$ cat src/hw/rtl/guide_offtarget_hamming_scan_unit_macros.svh
// ----------------------------------------------------------------------------
// Assertion macros for the off-target scan unit
// Implication checks on the design clock, gated by the active-low reset.
// ----------------------------------------------------------------------------
`ifndef GUIDE_OFFTARGET_HAMMING_SCAN_UNIT_MACROS_SVH
`define GUIDE_OFFTARGET_HAMMING_SCAN_UNIT_MACROS_SVH

// same-cycle implication
`define GOHS_ASSERT_IMP(lbl, clk, rstn, ante, cons, msg) \
    lbl: assert property (@(posedge clk) disable iff (!rstn) (ante) |-> (cons)) \
        else $error(msg);

// next-cycle implication
`define GOHS_ASSERT_NXT(lbl, clk, rstn, ante, cons, msg) \
    lbl: assert property (@(posedge clk) disable iff (!rstn) (ante) |=> (cons)) \
        else $error(msg);

`endif

$ cat src/hw/rtl/gohs_pkg.sv
// ----------------------------------------------------------------------------
// gohs_pkg
// Shared widths, codes and beat types of the off-target scan unit.
// ----------------------------------------------------------------------------
package gohs_pkg;

    localparam int WORD_W        = 63;  // 2-bit bases plus orientation flag
    localparam int LEN_W         = 5;
    localparam int MAX_BASES     = 31;
    localparam int LIST_W        = 16;
    localparam int ID_W          = 32;
    localparam int MM_W          = 3;
    localparam int BIN_W         = 4;   // holds bin numbers up to 15
    localparam int MMC_W         = 6;   // raw mismatch count, 0..32
    localparam int CFG_IDX_W     = 2;
    localparam int CLASS_Q_DEPTH = 4;
    localparam int OUT_Q_DEPTH   = 4;

    typedef enum logic [CFG_IDX_W-1:0] {
        CFG_QUERY      = 2'd0,
        CFG_LEN        = 2'd1,
        CFG_MAX_LISTED = 2'd2
    } t_cfg_index;

    typedef enum logic {
        ST_RUN  = 1'b0,
        ST_HIST = 1'b1
    } t_back_state;

    // classified entry, front to back
    typedef struct packed {
        logic             hit;
        logic [BIN_W-1:0] bin;
        logic             last;
    } t_class_item;

    // one result beat
    typedef struct packed {
        logic            kind;
        logic [ID_W-1:0] entry_id;
        logic [MM_W-1:0] mismatches;
        logic [ID_W-1:0] bin_count;
        logic            list_complete;
        logic            last;
    } t_record;

endpackage

$ cat src/hw/rtl/gohs_queue.sv
// ----------------------------------------------------------------------------
// gohs_queue
// Small register FIFO with occupancy count; caller never writes when full.
// ----------------------------------------------------------------------------
module gohs_queue #(
    parameter int WIDTH = 8,
    parameter int DEPTH = 4
) (
    input  logic                       i_clk,
    input  logic                       i_rst_n,
    input  logic                       i_wr,
    input  logic [WIDTH-1:0]           i_data,
    input  logic                       i_rd,
    output logic [WIDTH-1:0]           o_data,
    output logic                       o_empty,
    output logic                       o_full,
    output logic [$clog2(DEPTH+1)-1:0] o_count
);

    localparam int PTR_W = (DEPTH > 1) ? $clog2(DEPTH) : 1;
    localparam int CNT_W = $clog2(DEPTH+1);

    logic [WIDTH-1:0] r_mem [DEPTH];
    logic [PTR_W-1:0] r_wr_ptr, n_wr_ptr;
    logic [PTR_W-1:0] r_rd_ptr, n_rd_ptr;
    logic [CNT_W-1:0] r_count,  n_count;

    always_comb begin
        n_wr_ptr = r_wr_ptr;
        n_rd_ptr = r_rd_ptr;
        n_count  = r_count;
        if (i_wr) begin
            n_wr_ptr = (r_wr_ptr == PTR_W'(DEPTH-1)) ? '0 : r_wr_ptr + PTR_W'(1);
        end
        if (i_rd) begin
            n_rd_ptr = (r_rd_ptr == PTR_W'(DEPTH-1)) ? '0 : r_rd_ptr + PTR_W'(1);
        end
        if (i_wr && !i_rd) begin
            n_count = r_count + CNT_W'(1);
        end else if (!i_wr && i_rd) begin
            n_count = r_count - CNT_W'(1);
        end
    end

    always_ff @(posedge i_clk) begin
        if (!i_rst_n) begin
            r_wr_ptr <= '0;
            r_rd_ptr <= '0;
            r_count  <= '0;
        end else begin
            r_wr_ptr <= n_wr_ptr;
            r_rd_ptr <= n_rd_ptr;
            r_count  <= n_count;
        end
    end

    always_ff @(posedge i_clk) begin
        if (i_wr) begin
            r_mem[r_wr_ptr] <= i_data;
        end
    end

    assign o_data  = r_mem[r_rd_ptr];
    assign o_empty = (r_count == '0);
    assign o_full  = (r_count == CNT_W'(DEPTH));
    assign o_count = r_count;

endmodule

$ cat src/hw/rtl/gohs_front.sv
// ----------------------------------------------------------------------------
// gohs_front
// Accepts database words, orients them against the query, counts base
// mismatches and classifies each entry for the back end.
// ----------------------------------------------------------------------------
module gohs_front
    import gohs_pkg::*;
#(
    parameter int HIT_MM_MAX = 4
) (
    input  logic                               i_clk,
    input  logic                               i_rst_n,
    input  logic                               i_push,
    input  logic [WORD_W-1:0]                  i_entry_word,
    input  logic                               i_last_entry,
    input  logic [WORD_W-1:0]                  i_query,
    input  logic [LEN_W-1:0]                   i_len,
    input  logic [$clog2(CLASS_Q_DEPTH+1)-1:0] i_q_count,
    output logic                               o_full,
    output logic                               o_item_valid,
    output t_class_item                        o_item
);

    localparam int QC_W = $clog2(CLASS_Q_DEPTH+1);

    logic              r_s1_valid;
    logic [WORD_W-1:0] r_s1_diff;
    logic              r_s1_last;

    logic [WORD_W-1:0] w_rcq;
    logic [WORD_W-1:0] w_flag;
    logic [WORD_W-1:0] w_diff;
    logic              w_accept;
    logic [WORD_W:0]   w_dx;
    logic [31:0]       w_pairs;
    logic [MMC_W-1:0]  w_mm;

    function automatic logic [3:0] popcount8(input logic [7:0] v);
        logic [3:0] s;
        s = '0;
        for (int k = 0; k < 8; k++) begin
            s = s + {3'b000, v[k]};
        end
        return s;
    endfunction

    // stage 0: reverse complement of the query over the low 2*len bits
    always_comb begin
        w_rcq = i_query;
        for (int i = 0; i < MAX_BASES; i++) begin
            if (i < int'(i_len)) begin
                w_rcq[2*i +: 2] = ~i_query[2*(int'(i_len)-1-i) +: 2];
            end
        end
    end

    always_comb begin
        w_flag = WORD_W'(1) << {i_len, 1'b0};
        w_diff = i_query ^ i_entry_word;
        if (|(w_diff & w_flag)) begin
            w_diff = w_rcq ^ i_entry_word;
        end
        w_diff = w_diff & ~w_flag;
    end

    // in-flight stage entry reserves a queue slot
    assign o_full   = ({1'b0, i_q_count} + (QC_W+1)'(r_s1_valid)) >= (QC_W+1)'(CLASS_Q_DEPTH);
    assign w_accept = i_push && !o_full;

    always_ff @(posedge i_clk) begin
        if (!i_rst_n) begin
            r_s1_valid <= 1'b0;
        end else begin
            r_s1_valid <= w_accept;
        end
    end

    always_ff @(posedge i_clk) begin
        if (w_accept) begin
            r_s1_diff <= w_diff;
            r_s1_last <= i_last_entry;
        end
    end

    // stage 1: mismatching bases, tree of four 8-pair counts
    always_comb begin
        w_dx = {1'b0, r_s1_diff};
        for (int j = 0; j < 32; j++) begin
            w_pairs[j] = w_dx[2*j] | w_dx[2*j+1];
        end
        w_mm = {2'b00, popcount8(w_pairs[7:0])}   + {2'b00, popcount8(w_pairs[15:8])}
             + {2'b00, popcount8(w_pairs[23:16])} + {2'b00, popcount8(w_pairs[31:24])};
    end

    assign o_item_valid = r_s1_valid;
    assign o_item.hit   = (w_mm <= MMC_W'(HIT_MM_MAX));
    assign o_item.bin   = w_mm[BIN_W-1:0];
    assign o_item.last  = r_s1_last;

endmodule

$ cat src/hw/rtl/gohs_back.sv
// ----------------------------------------------------------------------------
// gohs_back
// Entry counter, match total and histogram; builds hit and histogram beats.
// ----------------------------------------------------------------------------
`include "guide_offtarget_hamming_scan_unit_macros.svh"

module gohs_back
    import gohs_pkg::*;
#(
    parameter int HIT_MM_MAX  = 4,
    parameter int COUNT_WIDTH = 32
) (
    input  logic              i_clk,
    input  logic              i_rst_n,
    input  logic [LIST_W-1:0] i_max_listed,
    input  logic              i_item_valid,
    input  t_class_item       i_item,
    output logic              o_item_pop,
    input  logic              i_out_full,
    output logic              o_rec_valid,
    output t_record           o_rec
);

    localparam int CW = COUNT_WIDTH;

    t_back_state      r_state, n_state;
    logic [BIN_W-1:0] r_bin, n_bin;
    logic             r_complete, n_complete;
    logic [CW-1:0]    r_entry_cnt, n_entry_cnt;
    logic [CW-1:0]    r_total, n_total;
    logic [CW-1:0]    r_hist [HIT_MM_MAX+1];
    logic [CW-1:0]    n_hist [HIT_MM_MAX+1];

    logic             w_take;
    logic             w_emit;
    logic             w_hist_done;
    logic             w_hit_rec;
    logic [CW-1:0]    w_cnt_inc;
    logic [CW-1:0]    w_tot_inc;
    logic [CW-1:0]    w_limit;
    logic [CW+ID_W-1:0] w_id_ext;
    logic [CW+ID_W-1:0] w_bin_ext;
    logic [BIN_W+MM_W-1:0] w_bin_num;

    function automatic logic [CW-1:0] sat_inc(input logic [CW-1:0] v);
        return (&v) ? v : v + CW'(1);
    endfunction

    assign w_limit     = CW'(i_max_listed);
    assign w_take      = (r_state == ST_RUN) && i_item_valid && !i_out_full;
    assign w_emit      = (r_state == ST_HIST) && !i_out_full;
    assign w_hist_done = w_emit && (r_bin == BIN_W'(HIT_MM_MAX));
    assign w_cnt_inc   = r_entry_cnt + CW'(1);
    assign w_tot_inc   = sat_inc(r_total);
    assign w_hit_rec   = i_item.hit && (w_tot_inc < w_limit);

    // next state
    always_comb begin
        n_state = r_state;
        case (r_state)
            ST_RUN: begin
                if (w_take && i_item.last) begin
                    n_state = ST_HIST;
                end
            end
            ST_HIST: begin
                if (w_hist_done) begin
                    n_state = ST_RUN;
                end
            end
            default: n_state = ST_RUN;
        endcase
    end

    // counters and histogram
    always_comb begin
        n_bin       = r_bin;
        n_complete  = r_complete;
        n_entry_cnt = r_entry_cnt;
        n_total     = r_total;
        for (int b = 0; b <= HIT_MM_MAX; b++) begin
            n_hist[b] = r_hist[b];
        end
        if (w_take) begin
            n_entry_cnt = w_cnt_inc;
            if (i_item.hit) begin
                n_total = w_tot_inc;
                for (int b = 0; b <= HIT_MM_MAX; b++) begin
                    if (i_item.bin == BIN_W'(b)) begin
                        n_hist[b] = sat_inc(r_hist[b]);
                    end
                end
            end
            if (i_item.last) begin
                n_complete  = ((i_item.hit ? w_tot_inc : r_total) < w_limit);
                n_bin       = '0;
                n_entry_cnt = '0;
                n_total     = '0;
            end
        end
        // bins shift toward bin 0 as they go out; empty afterwards
        if (w_emit) begin
            n_bin = r_bin + BIN_W'(1);
            for (int b = 0; b < HIT_MM_MAX; b++) begin
                n_hist[b] = r_hist[b+1];
            end
            n_hist[HIT_MM_MAX] = '0;
        end
    end

    always_ff @(posedge i_clk) begin
        if (!i_rst_n) begin
            r_state     <= ST_RUN;
            r_bin       <= '0;
            r_complete  <= 1'b0;
            r_entry_cnt <= '0;
            r_total     <= '0;
            for (int b = 0; b <= HIT_MM_MAX; b++) begin
                r_hist[b] <= '0;
            end
        end else begin
            r_state     <= n_state;
            r_bin       <= n_bin;
            r_complete  <= n_complete;
            r_entry_cnt <= n_entry_cnt;
            r_total     <= n_total;
            for (int b = 0; b <= HIT_MM_MAX; b++) begin
                r_hist[b] <= n_hist[b];
            end
        end
    end

    // beat build
    assign w_id_ext  = {{ID_W{1'b0}}, w_cnt_inc};
    assign w_bin_ext = {{ID_W{1'b0}}, r_hist[0]};
    assign w_bin_num = {{MM_W{1'b0}}, (w_emit ? r_bin : i_item.bin)};

    always_comb begin
        o_item_pop  = w_take;
        o_rec_valid = w_emit || (w_take && w_hit_rec);
        o_rec.mismatches = w_bin_num[MM_W-1:0];
        if (w_emit) begin
            o_rec.kind          = 1'b1;
            o_rec.entry_id      = '0;
            o_rec.bin_count     = w_bin_ext[ID_W-1:0];
            o_rec.list_complete = r_complete;
            o_rec.last          = (r_bin == BIN_W'(HIT_MM_MAX));
        end else begin
            o_rec.kind          = 1'b0;
            o_rec.entry_id      = w_id_ext[ID_W-1:0];
            o_rec.bin_count     = '0;
            o_rec.list_complete = 1'b0;
            o_rec.last          = 1'b0;
        end
    end

    `GOHS_ASSERT_IMP(a_no_pop_in_hist, i_clk, i_rst_n, r_state == ST_HIST, !o_item_pop, "entry taken during histogram dump")
    `GOHS_ASSERT_NXT(a_last_starts_hist, i_clk, i_rst_n, o_item_pop && i_item.last, r_state == ST_HIST && r_bin == '0, "last entry did not start histogram dump")
    `GOHS_ASSERT_NXT(a_counters_clear, i_clk, i_rst_n, w_hist_done, r_total == '0 && r_entry_cnt == '0 && r_hist[0] == '0, "counters not clear after dump")
    `GOHS_ASSERT_IMP(a_hit_has_entry, i_clk, i_rst_n, o_rec_valid && !o_rec.kind, w_take && i_item.hit, "hit beat without a matching entry")

endmodule

$ cat src/hw/rtl/guide_offtarget_hamming_scan_unit.sv
// ----------------------------------------------------------------------------
// guide_offtarget_hamming_scan_unit: 2-bit DNA Hamming off-target scan
// Path: a hit beat passes stage 1, the entry queue and the result FIFO.
// Rate: 1 entry per cycle unless stalled; a last entry adds HIT_MM_MAX+1 beats.
// Reset: synchronous active low; counters, histogram and queues cleared at once.
// ----------------------------------------------------------------------------
//
// Structure
//   front  : stage 0 orients the word (reverse complement when the flag bits
//            differ) and masks the flag; stage 1 counts mismatching base pairs
//            and classifies the entry (hit / bin / last).
//   queue  : short FIFO of classified entries; the front reserves a slot for
//            its in-flight stage, so full depends on registers only.
//   back   : entry counter, saturating match total and histogram bins, one
//            entry per cycle. After a last entry it dumps one histogram beat
//            per cycle, shifting the bins down, which leaves them cleared.
//   result : output FIFO; the back stalls only when it is full.
//
// The dump loop in the back end is what limits the rate after a last entry;
// otherwise one entry per cycle flows while the result side pops.
// Configuration port is always ready; a write to an unused index is dropped.
//
`include "guide_offtarget_hamming_scan_unit_macros.svh"

module guide_offtarget_hamming_scan_unit
    import gohs_pkg::*;
#(
    parameter int HIT_MM_MAX  = 4,
    parameter int COUNT_WIDTH = 32
) (
    input  logic                 i_clk,
    input  logic                 i_rst_n,
    // entry side
    input  logic                 push,
    output logic                 full,
    input  logic [WORD_W-1:0]    i_entry_word,
    input  logic                 i_last_entry,
    // result side
    output logic                 empty,
    input  logic                 pop,
    output logic                 o_kind,
    output logic [ID_W-1:0]      o_entry_id,
    output logic [MM_W-1:0]      o_mismatches,
    output logic [ID_W-1:0]      o_bin_count,
    output logic                 o_list_complete,
    output logic                 o_last,
    // configuration writes
    input  logic                 i_cfg_valid,
    output logic                 o_cfg_ready,
    input  logic [CFG_IDX_W-1:0] i_cfg_index,
    input  logic [WORD_W-1:0]    i_cfg_data
);

    localparam int CQ_W = $clog2(CLASS_Q_DEPTH+1);
    localparam int OQ_W = $clog2(OUT_Q_DEPTH+1);

    // configuration registers
    logic [WORD_W-1:0] r_query;
    logic [LEN_W-1:0]  r_len;
    logic [LIST_W-1:0] r_max_listed;

    // front to queue
    logic              w_item_valid;
    t_class_item       w_item;
    // queue to back
    logic [$bits(t_class_item)-1:0] w_cq_data;
    logic              w_cq_empty;
    logic              w_cq_full;
    logic [CQ_W-1:0]   w_cq_count;
    logic              w_item_pop;
    // back to result FIFO
    logic              w_rec_valid;
    t_record           w_rec;
    logic [$bits(t_record)-1:0] w_oq_data;
    logic              w_oq_full;
    logic [OQ_W-1:0]   w_oq_count;
    t_record           w_head;

    assign o_cfg_ready = 1'b1;

    always_ff @(posedge i_clk) begin
        if (!i_rst_n) begin
            r_query      <= '0;
            r_len        <= LEN_W'(20);
            r_max_listed <= LIST_W'(2000);
        end else if (i_cfg_valid) begin
            case (t_cfg_index'(i_cfg_index))
                CFG_QUERY:      r_query      <= i_cfg_data;
                CFG_LEN:        r_len        <= i_cfg_data[LEN_W-1:0];
                CFG_MAX_LISTED: r_max_listed <= i_cfg_data[LIST_W-1:0];
                default:        ;
            endcase
        end
    end

    gohs_front #(
        .HIT_MM_MAX (HIT_MM_MAX)
    ) u_front (
        .i_clk        (i_clk),
        .i_rst_n      (i_rst_n),
        .i_push       (push),
        .i_entry_word (i_entry_word),
        .i_last_entry (i_last_entry),
        .i_query      (r_query),
        .i_len        (r_len),
        .i_q_count    (w_cq_count),
        .o_full       (full),
        .o_item_valid (w_item_valid),
        .o_item       (w_item)
    );

    gohs_queue #(
        .WIDTH ($bits(t_class_item)),
        .DEPTH (CLASS_Q_DEPTH)
    ) u_class_q (
        .i_clk   (i_clk),
        .i_rst_n (i_rst_n),
        .i_wr    (w_item_valid),
        .i_data  (w_item),
        .i_rd    (w_item_pop),
        .o_data  (w_cq_data),
        .o_empty (w_cq_empty),
        .o_full  (w_cq_full),
        .o_count (w_cq_count)
    );

    gohs_back #(
        .HIT_MM_MAX  (HIT_MM_MAX),
        .COUNT_WIDTH (COUNT_WIDTH)
    ) u_back (
        .i_clk        (i_clk),
        .i_rst_n      (i_rst_n),
        .i_max_listed (r_max_listed),
        .i_item_valid (!w_cq_empty),
        .i_item       (t_class_item'(w_cq_data)),
        .o_item_pop   (w_item_pop),
        .i_out_full   (w_oq_full),
        .o_rec_valid  (w_rec_valid),
        .o_rec        (w_rec)
    );

    gohs_queue #(
        .WIDTH ($bits(t_record)),
        .DEPTH (OUT_Q_DEPTH)
    ) u_out_q (
        .i_clk   (i_clk),
        .i_rst_n (i_rst_n),
        .i_wr    (w_rec_valid),
        .i_data  (w_rec),
        .i_rd    (pop && !empty),
        .o_data  (w_oq_data),
        .o_empty (empty),
        .o_full  (w_oq_full),
        .o_count (w_oq_count)
    );

    assign w_head          = t_record'(w_oq_data);
    assign o_kind          = w_head.kind;
    assign o_entry_id      = w_head.entry_id;
    assign o_mismatches    = w_head.mismatches;
    assign o_bin_count     = w_head.bin_count;
    assign o_list_complete = w_head.list_complete;
    assign o_last          = w_head.last;

    `GOHS_ASSERT_IMP(a_class_q_room, i_clk, i_rst_n, w_item_valid, !w_cq_full || w_item_pop, "classified entry pushed into a full queue")
    `GOHS_ASSERT_IMP(a_out_q_room, i_clk, i_rst_n, w_rec_valid, w_oq_count != OQ_W'(OUT_Q_DEPTH), "result beat written into a full FIFO")
    `GOHS_ASSERT_NXT(a_accept_in_flight, i_clk, i_rst_n, push && !full, w_item_valid, "accepted entry missing from front stage")

endmodule

$ cat config.mk
export PLATFORM = sky130hd
export DESIGN_NAME = guide_offtarget_hamming_scan_unit
export DESIGN_NICKNAME = d
export VERILOG_FILES = /design/src/hw/rtl/gohs_pkg.sv /design/src/hw/rtl/gohs_queue.sv /design/src/hw/rtl/gohs_front.sv /design/src/hw/rtl/gohs_back.sv /design/src/hw/rtl/guide_offtarget_hamming_scan_unit.sv
export VERILOG_INCLUDE_DIRS = /design/src /design/src/hw/rtl
export SDC_FILE = /design/constraint.sdc
export NUM_CORES = 2
export LEC_CHECK = 0
export BUFFER_PORTS_ARGS = -buffer_cell sky130_fd_sc_hd__buf_2
export CORE_UTILIZATION = 42
export DETAILED_ROUTE_END_ITERATION = 10
export SETUP_SLACK_MARGIN = 0.15
export SLEW_MARGIN = 0
export SYNTH_ARGS = -nofsm -noshare
export SYNTH_HDL_FRONTEND = slang
export SYNTH_SLANG_ARGS = --single-unit
$ cat constraint.sdc
create_clock -name i_clk -period 10.7 [get_ports i_clk]
set_clock_uncertainty 0.2 [all_clocks]
set_input_delay 0 -clock i_clk [delete_from_list [all_inputs] [get_ports i_clk]]
set_output_delay 0 -clock i_clk [all_outputs]
set_load 0.005 [all_outputs]
==> reports/results.txt <==
min-delay worst type: primary input to flop
Fmax: 145 MHz
worst setup path class: flop to flop
Leak Pwr: 19.3 nW
# DRC: 0
die area: 114000 um^2
Relative slew margins: 0.0570
Arr. time, crit path: 7120 ps
vias in the first global route: 43100
total congestion overflow: 0
Final min period: 6890 ps
vias per cell: 6.52
worst r2r src: r_len[0]$_SDFFE_PN0P_
cells along the critical path: inv_2, ha_1, xor2_4, inv_2, buf_4, ha_1, nand2b_1, o211ai_1, xnor2_1, o32ai_1, o31ai_1, o2111ai_1, a31oi_1, mux2_2
Synthesized Nets: 5421
Fin. Hold Viols: 0
fin nets: 5684
DRT Pass-1 Iters: 9
IO Pins: 207
clk buf depth: 3
Max-cap violations: 0
Area growth syn-to-layout: 16.2%
initial antenna violation count: 24
WL final: 216 mm
drt initial violations: 5492
required time worst endpoint: 10920 ps
Mapped Cells: 5167
fin. max-slew vios: 0
worst hold start: i_cfg_data[1]
DP HPWL: 150 mm
via count: 45700
Max VDD drop: 0.000391 V
commonest non-fill, non-tap cell in the layout: nand2_1
Routability Congestion: 1.09
H-tree level count: 3
Mapped Area: 47500 um^2
final setup TNS: 0 ps
flop2flop setup slack: 3810 ps
die width: 338 um
core box area: 111000 um^2
largest net degree at the start of global routing: 125
first-pass GRT wire length: 307 mm
most frequent cells in the layout: 591 x nand2_1, 368 x edfxtp_1, 350 x nor2_1, 329 x dfxtp_1, 319 x o21ai_0
number of synthesized flops with an enable pin: 368
Synth Warn #: 0
post-route ant nets: 0
clock sinks: 701
Worst Setup End Kind: flop
Top FF cell, synth: edfxtp_1
Clk Tree Root Cell: clkbuf_16
ranking of synthesized cells by area: edfxtp_1 23%, dfxtp_1 14%, mux4_2 6.2%, nand2_1 4.7%, o21ai_0 3.4%
sequential element share of the synthesized area: 0.373
Critical R2R Capture: u_front.r_s1_diff[4]$_DFFE_PP_
period utilisation layout: 0.644
asr flop ratio synth: 0
starting density of the core: 0.426
Total Routing Usage GR: 0.365
hold path depth: 4
cell taking the most area after synthesis: edfxtp_1
register bit total from synthesis: 701
worst-path fanout max: 27
total CTS buffers: 81
Post-Syn Area per Cell: 9.19 um^2
Worst Path Buf+Inv: 3
fillers: 10400
unrepaired setup endpoints after global routing: no
WL/cell: 30.9 um
layout cells sized above 1: 0.139
worst skew pair latency: 700 ps
crit path max-delay cell type: xnor2_1
hold_ws: 28.2 ps
distinct cell type count of the synthesized netlist: 121
worst reg-to-reg path cell count: 14
status: finished clean
CP startpoint kind: flop
Setup-failing EPs final: 0
area share of the largest cell type after synthesis: 0.233
die height: 338 um
hold endpoint: r_max_listed[1]$_SDFFE_PN0P_
Largest delay share family, worst path: adder cells
clock slew at reported path FFs: 60 ps
CTS tree: built
Pwr per Cell Area: 217 nW/um^2
Least-Margin Pin Slew: 1400 ps
Port Buffers: 205
cell row count: 122
crit-path max cell delay: 980 ps
## routing by layer
| layer | wire, um | global-route usage |
|---|---|---|
| met1 | 85100 | 0.464 |
| met2 | 92700 | 0.540 |
| met3 | 23100 | 0.112 |
| met4 | 15200 | 0.226 |
| met5 | 107 | 0.00375 |
## cells in the mapped netlist (35+ instances only)
library cell  number
xor2_1            96
nor4_1            39
mux2_2            42
a211oi_1          41
a31oi_1           56
mux2i_1          138
xnor2_1          180
clkbuf_1         254
o22ai_1           35
a21boi_0         133
and3_1            88
and2_1            57
inv_1             98
o211ai_1          62
dfxtp_1          333
ha_1              96
a221oi_1          49
a21oi_1          282
o21ai_0          319
buf_1             36
nand4_1           72
nand2b_1          44
nor3_1           138
nor2b_1          127
mux4_2           130
nand3_1          178
edfxtp_1         368
nor2_1           352
nand2_1          592
buf_2             96
## cell families after synthesis
kind of cell / Yosys count / share of synthesized area
other: 1 / 0.0000790
adders and majority gates: 120 / 0.0354
buffers and inverters: 513 / 0.0451
muxes: 314 / 0.102
and+or+nand+nor: 1868 / 0.195
xor gates and xnor gates: 288 / 0.0565
AOI/OAI and AO/OA: 1362 / 0.193
DFF: 701 / 0.373
## power breakdown
group	leakage (nW)	switching, mW	internal (mW)
clock network	1.39	1.25	1.74
registers	6.11	0.318	3.76
logic	11.8	3.12	1.81
total	19.3	4.69	7.31
## tightest hold or removal path, stage by stage
cell,delay (ps)
dlygate4sd3_1,530
buf_2,170
nand2_1,70
a21boi_0,70
## metrics by stage
| step | instances | setup WS [ps] | utilization | power (mW) | instance area (um^2) |
|---|---|---|---|---|---|
| after global placement | 6578 | 4100 | 0.446 | 8.82 | 49700 |
| after global routing | 6991 | 3530 | 0.495 | 12.6 | 55100 |
| after detailed placement | 6578 | 4080 | 0.446 | 8.95 | 49700 |
| after CTS | 6985 | 4030 | 0.495 | 12.0 | 55100 |
| after floorplan | 5167 | 4710 | - | 7.22 | 47500 |
| final | 7006 | 3810 | 0.495 | 12.0 | 55200 |
## worst max-delay path by stage
stage	start	to	slack, ps	depth (start not counted)
final	r_len[0]$_SDFFE_PN0P_	u_front.r_s1_diff[4]$_DFFE_PP_	3810	14
after global routing	r_len[0]$_SDFFE_PN0P_	u_front.r_s1_diff[4]$_DFFE_PP_	3530	17
after CTS	r_len[0]$_SDFFE_PN0P_	u_front.r_s1_diff[4]$_DFFE_PP_	4030	17
after detailed placement	r_len[0]$_SDFFE_PN0P_	u_front.r_s1_diff[4]$_DFFE_PP_	4080	17
after global placement	r_len[0]$_SDFFE_PN0P_	u_front.r_s1_diff[4]$_DFFE_PP_	4100	17
after floorplan	r_len[0]$_SDFFE_PN0P_	u_front.r_s1_diff[4]$_DFFE_PP_	4710	25
## registers in the layout, summed over array words and instances, names as in the netlist, 5 cells and up, named ones only
register / flops
u_front.r_s1_diff: 63
u_out_q.r_mem: 280
r_max_listed: 16
u_back.r_total: 32
r_len: 5
u_class_q.r_mem: 24
r_query: 63
u_back.r_entry_cnt: 32
u_back.r_hist: 160
## timing repair
item | 4_1_cts | 5_1_grt
resized for setup | 0 | 0
setup endpoints to repair | 0 | 0
setup buffers | 0 | 0
hold buffers | 257 | 0
endpoints found under the hold margin | 253 | 0
## cell type report
cell class | count | area (um^2) | area share
antenna | 21 | 52.6 | 0.000953
clock buffer | 111 | 2330 | 0.0422
clock inverter | 39 | 534 | 0.00968
inverter | 106 | 400 | 0.00726
multi-input combinational | 3953 | 27700 | 0.502
sequential | 701 | 17700 | 0.321
tap | 1488 | 1860 | 0.0337
timing repair buffer | 587 | 4560 | 0.0826
Note: power is estimated with default switching activity, not from simulation.
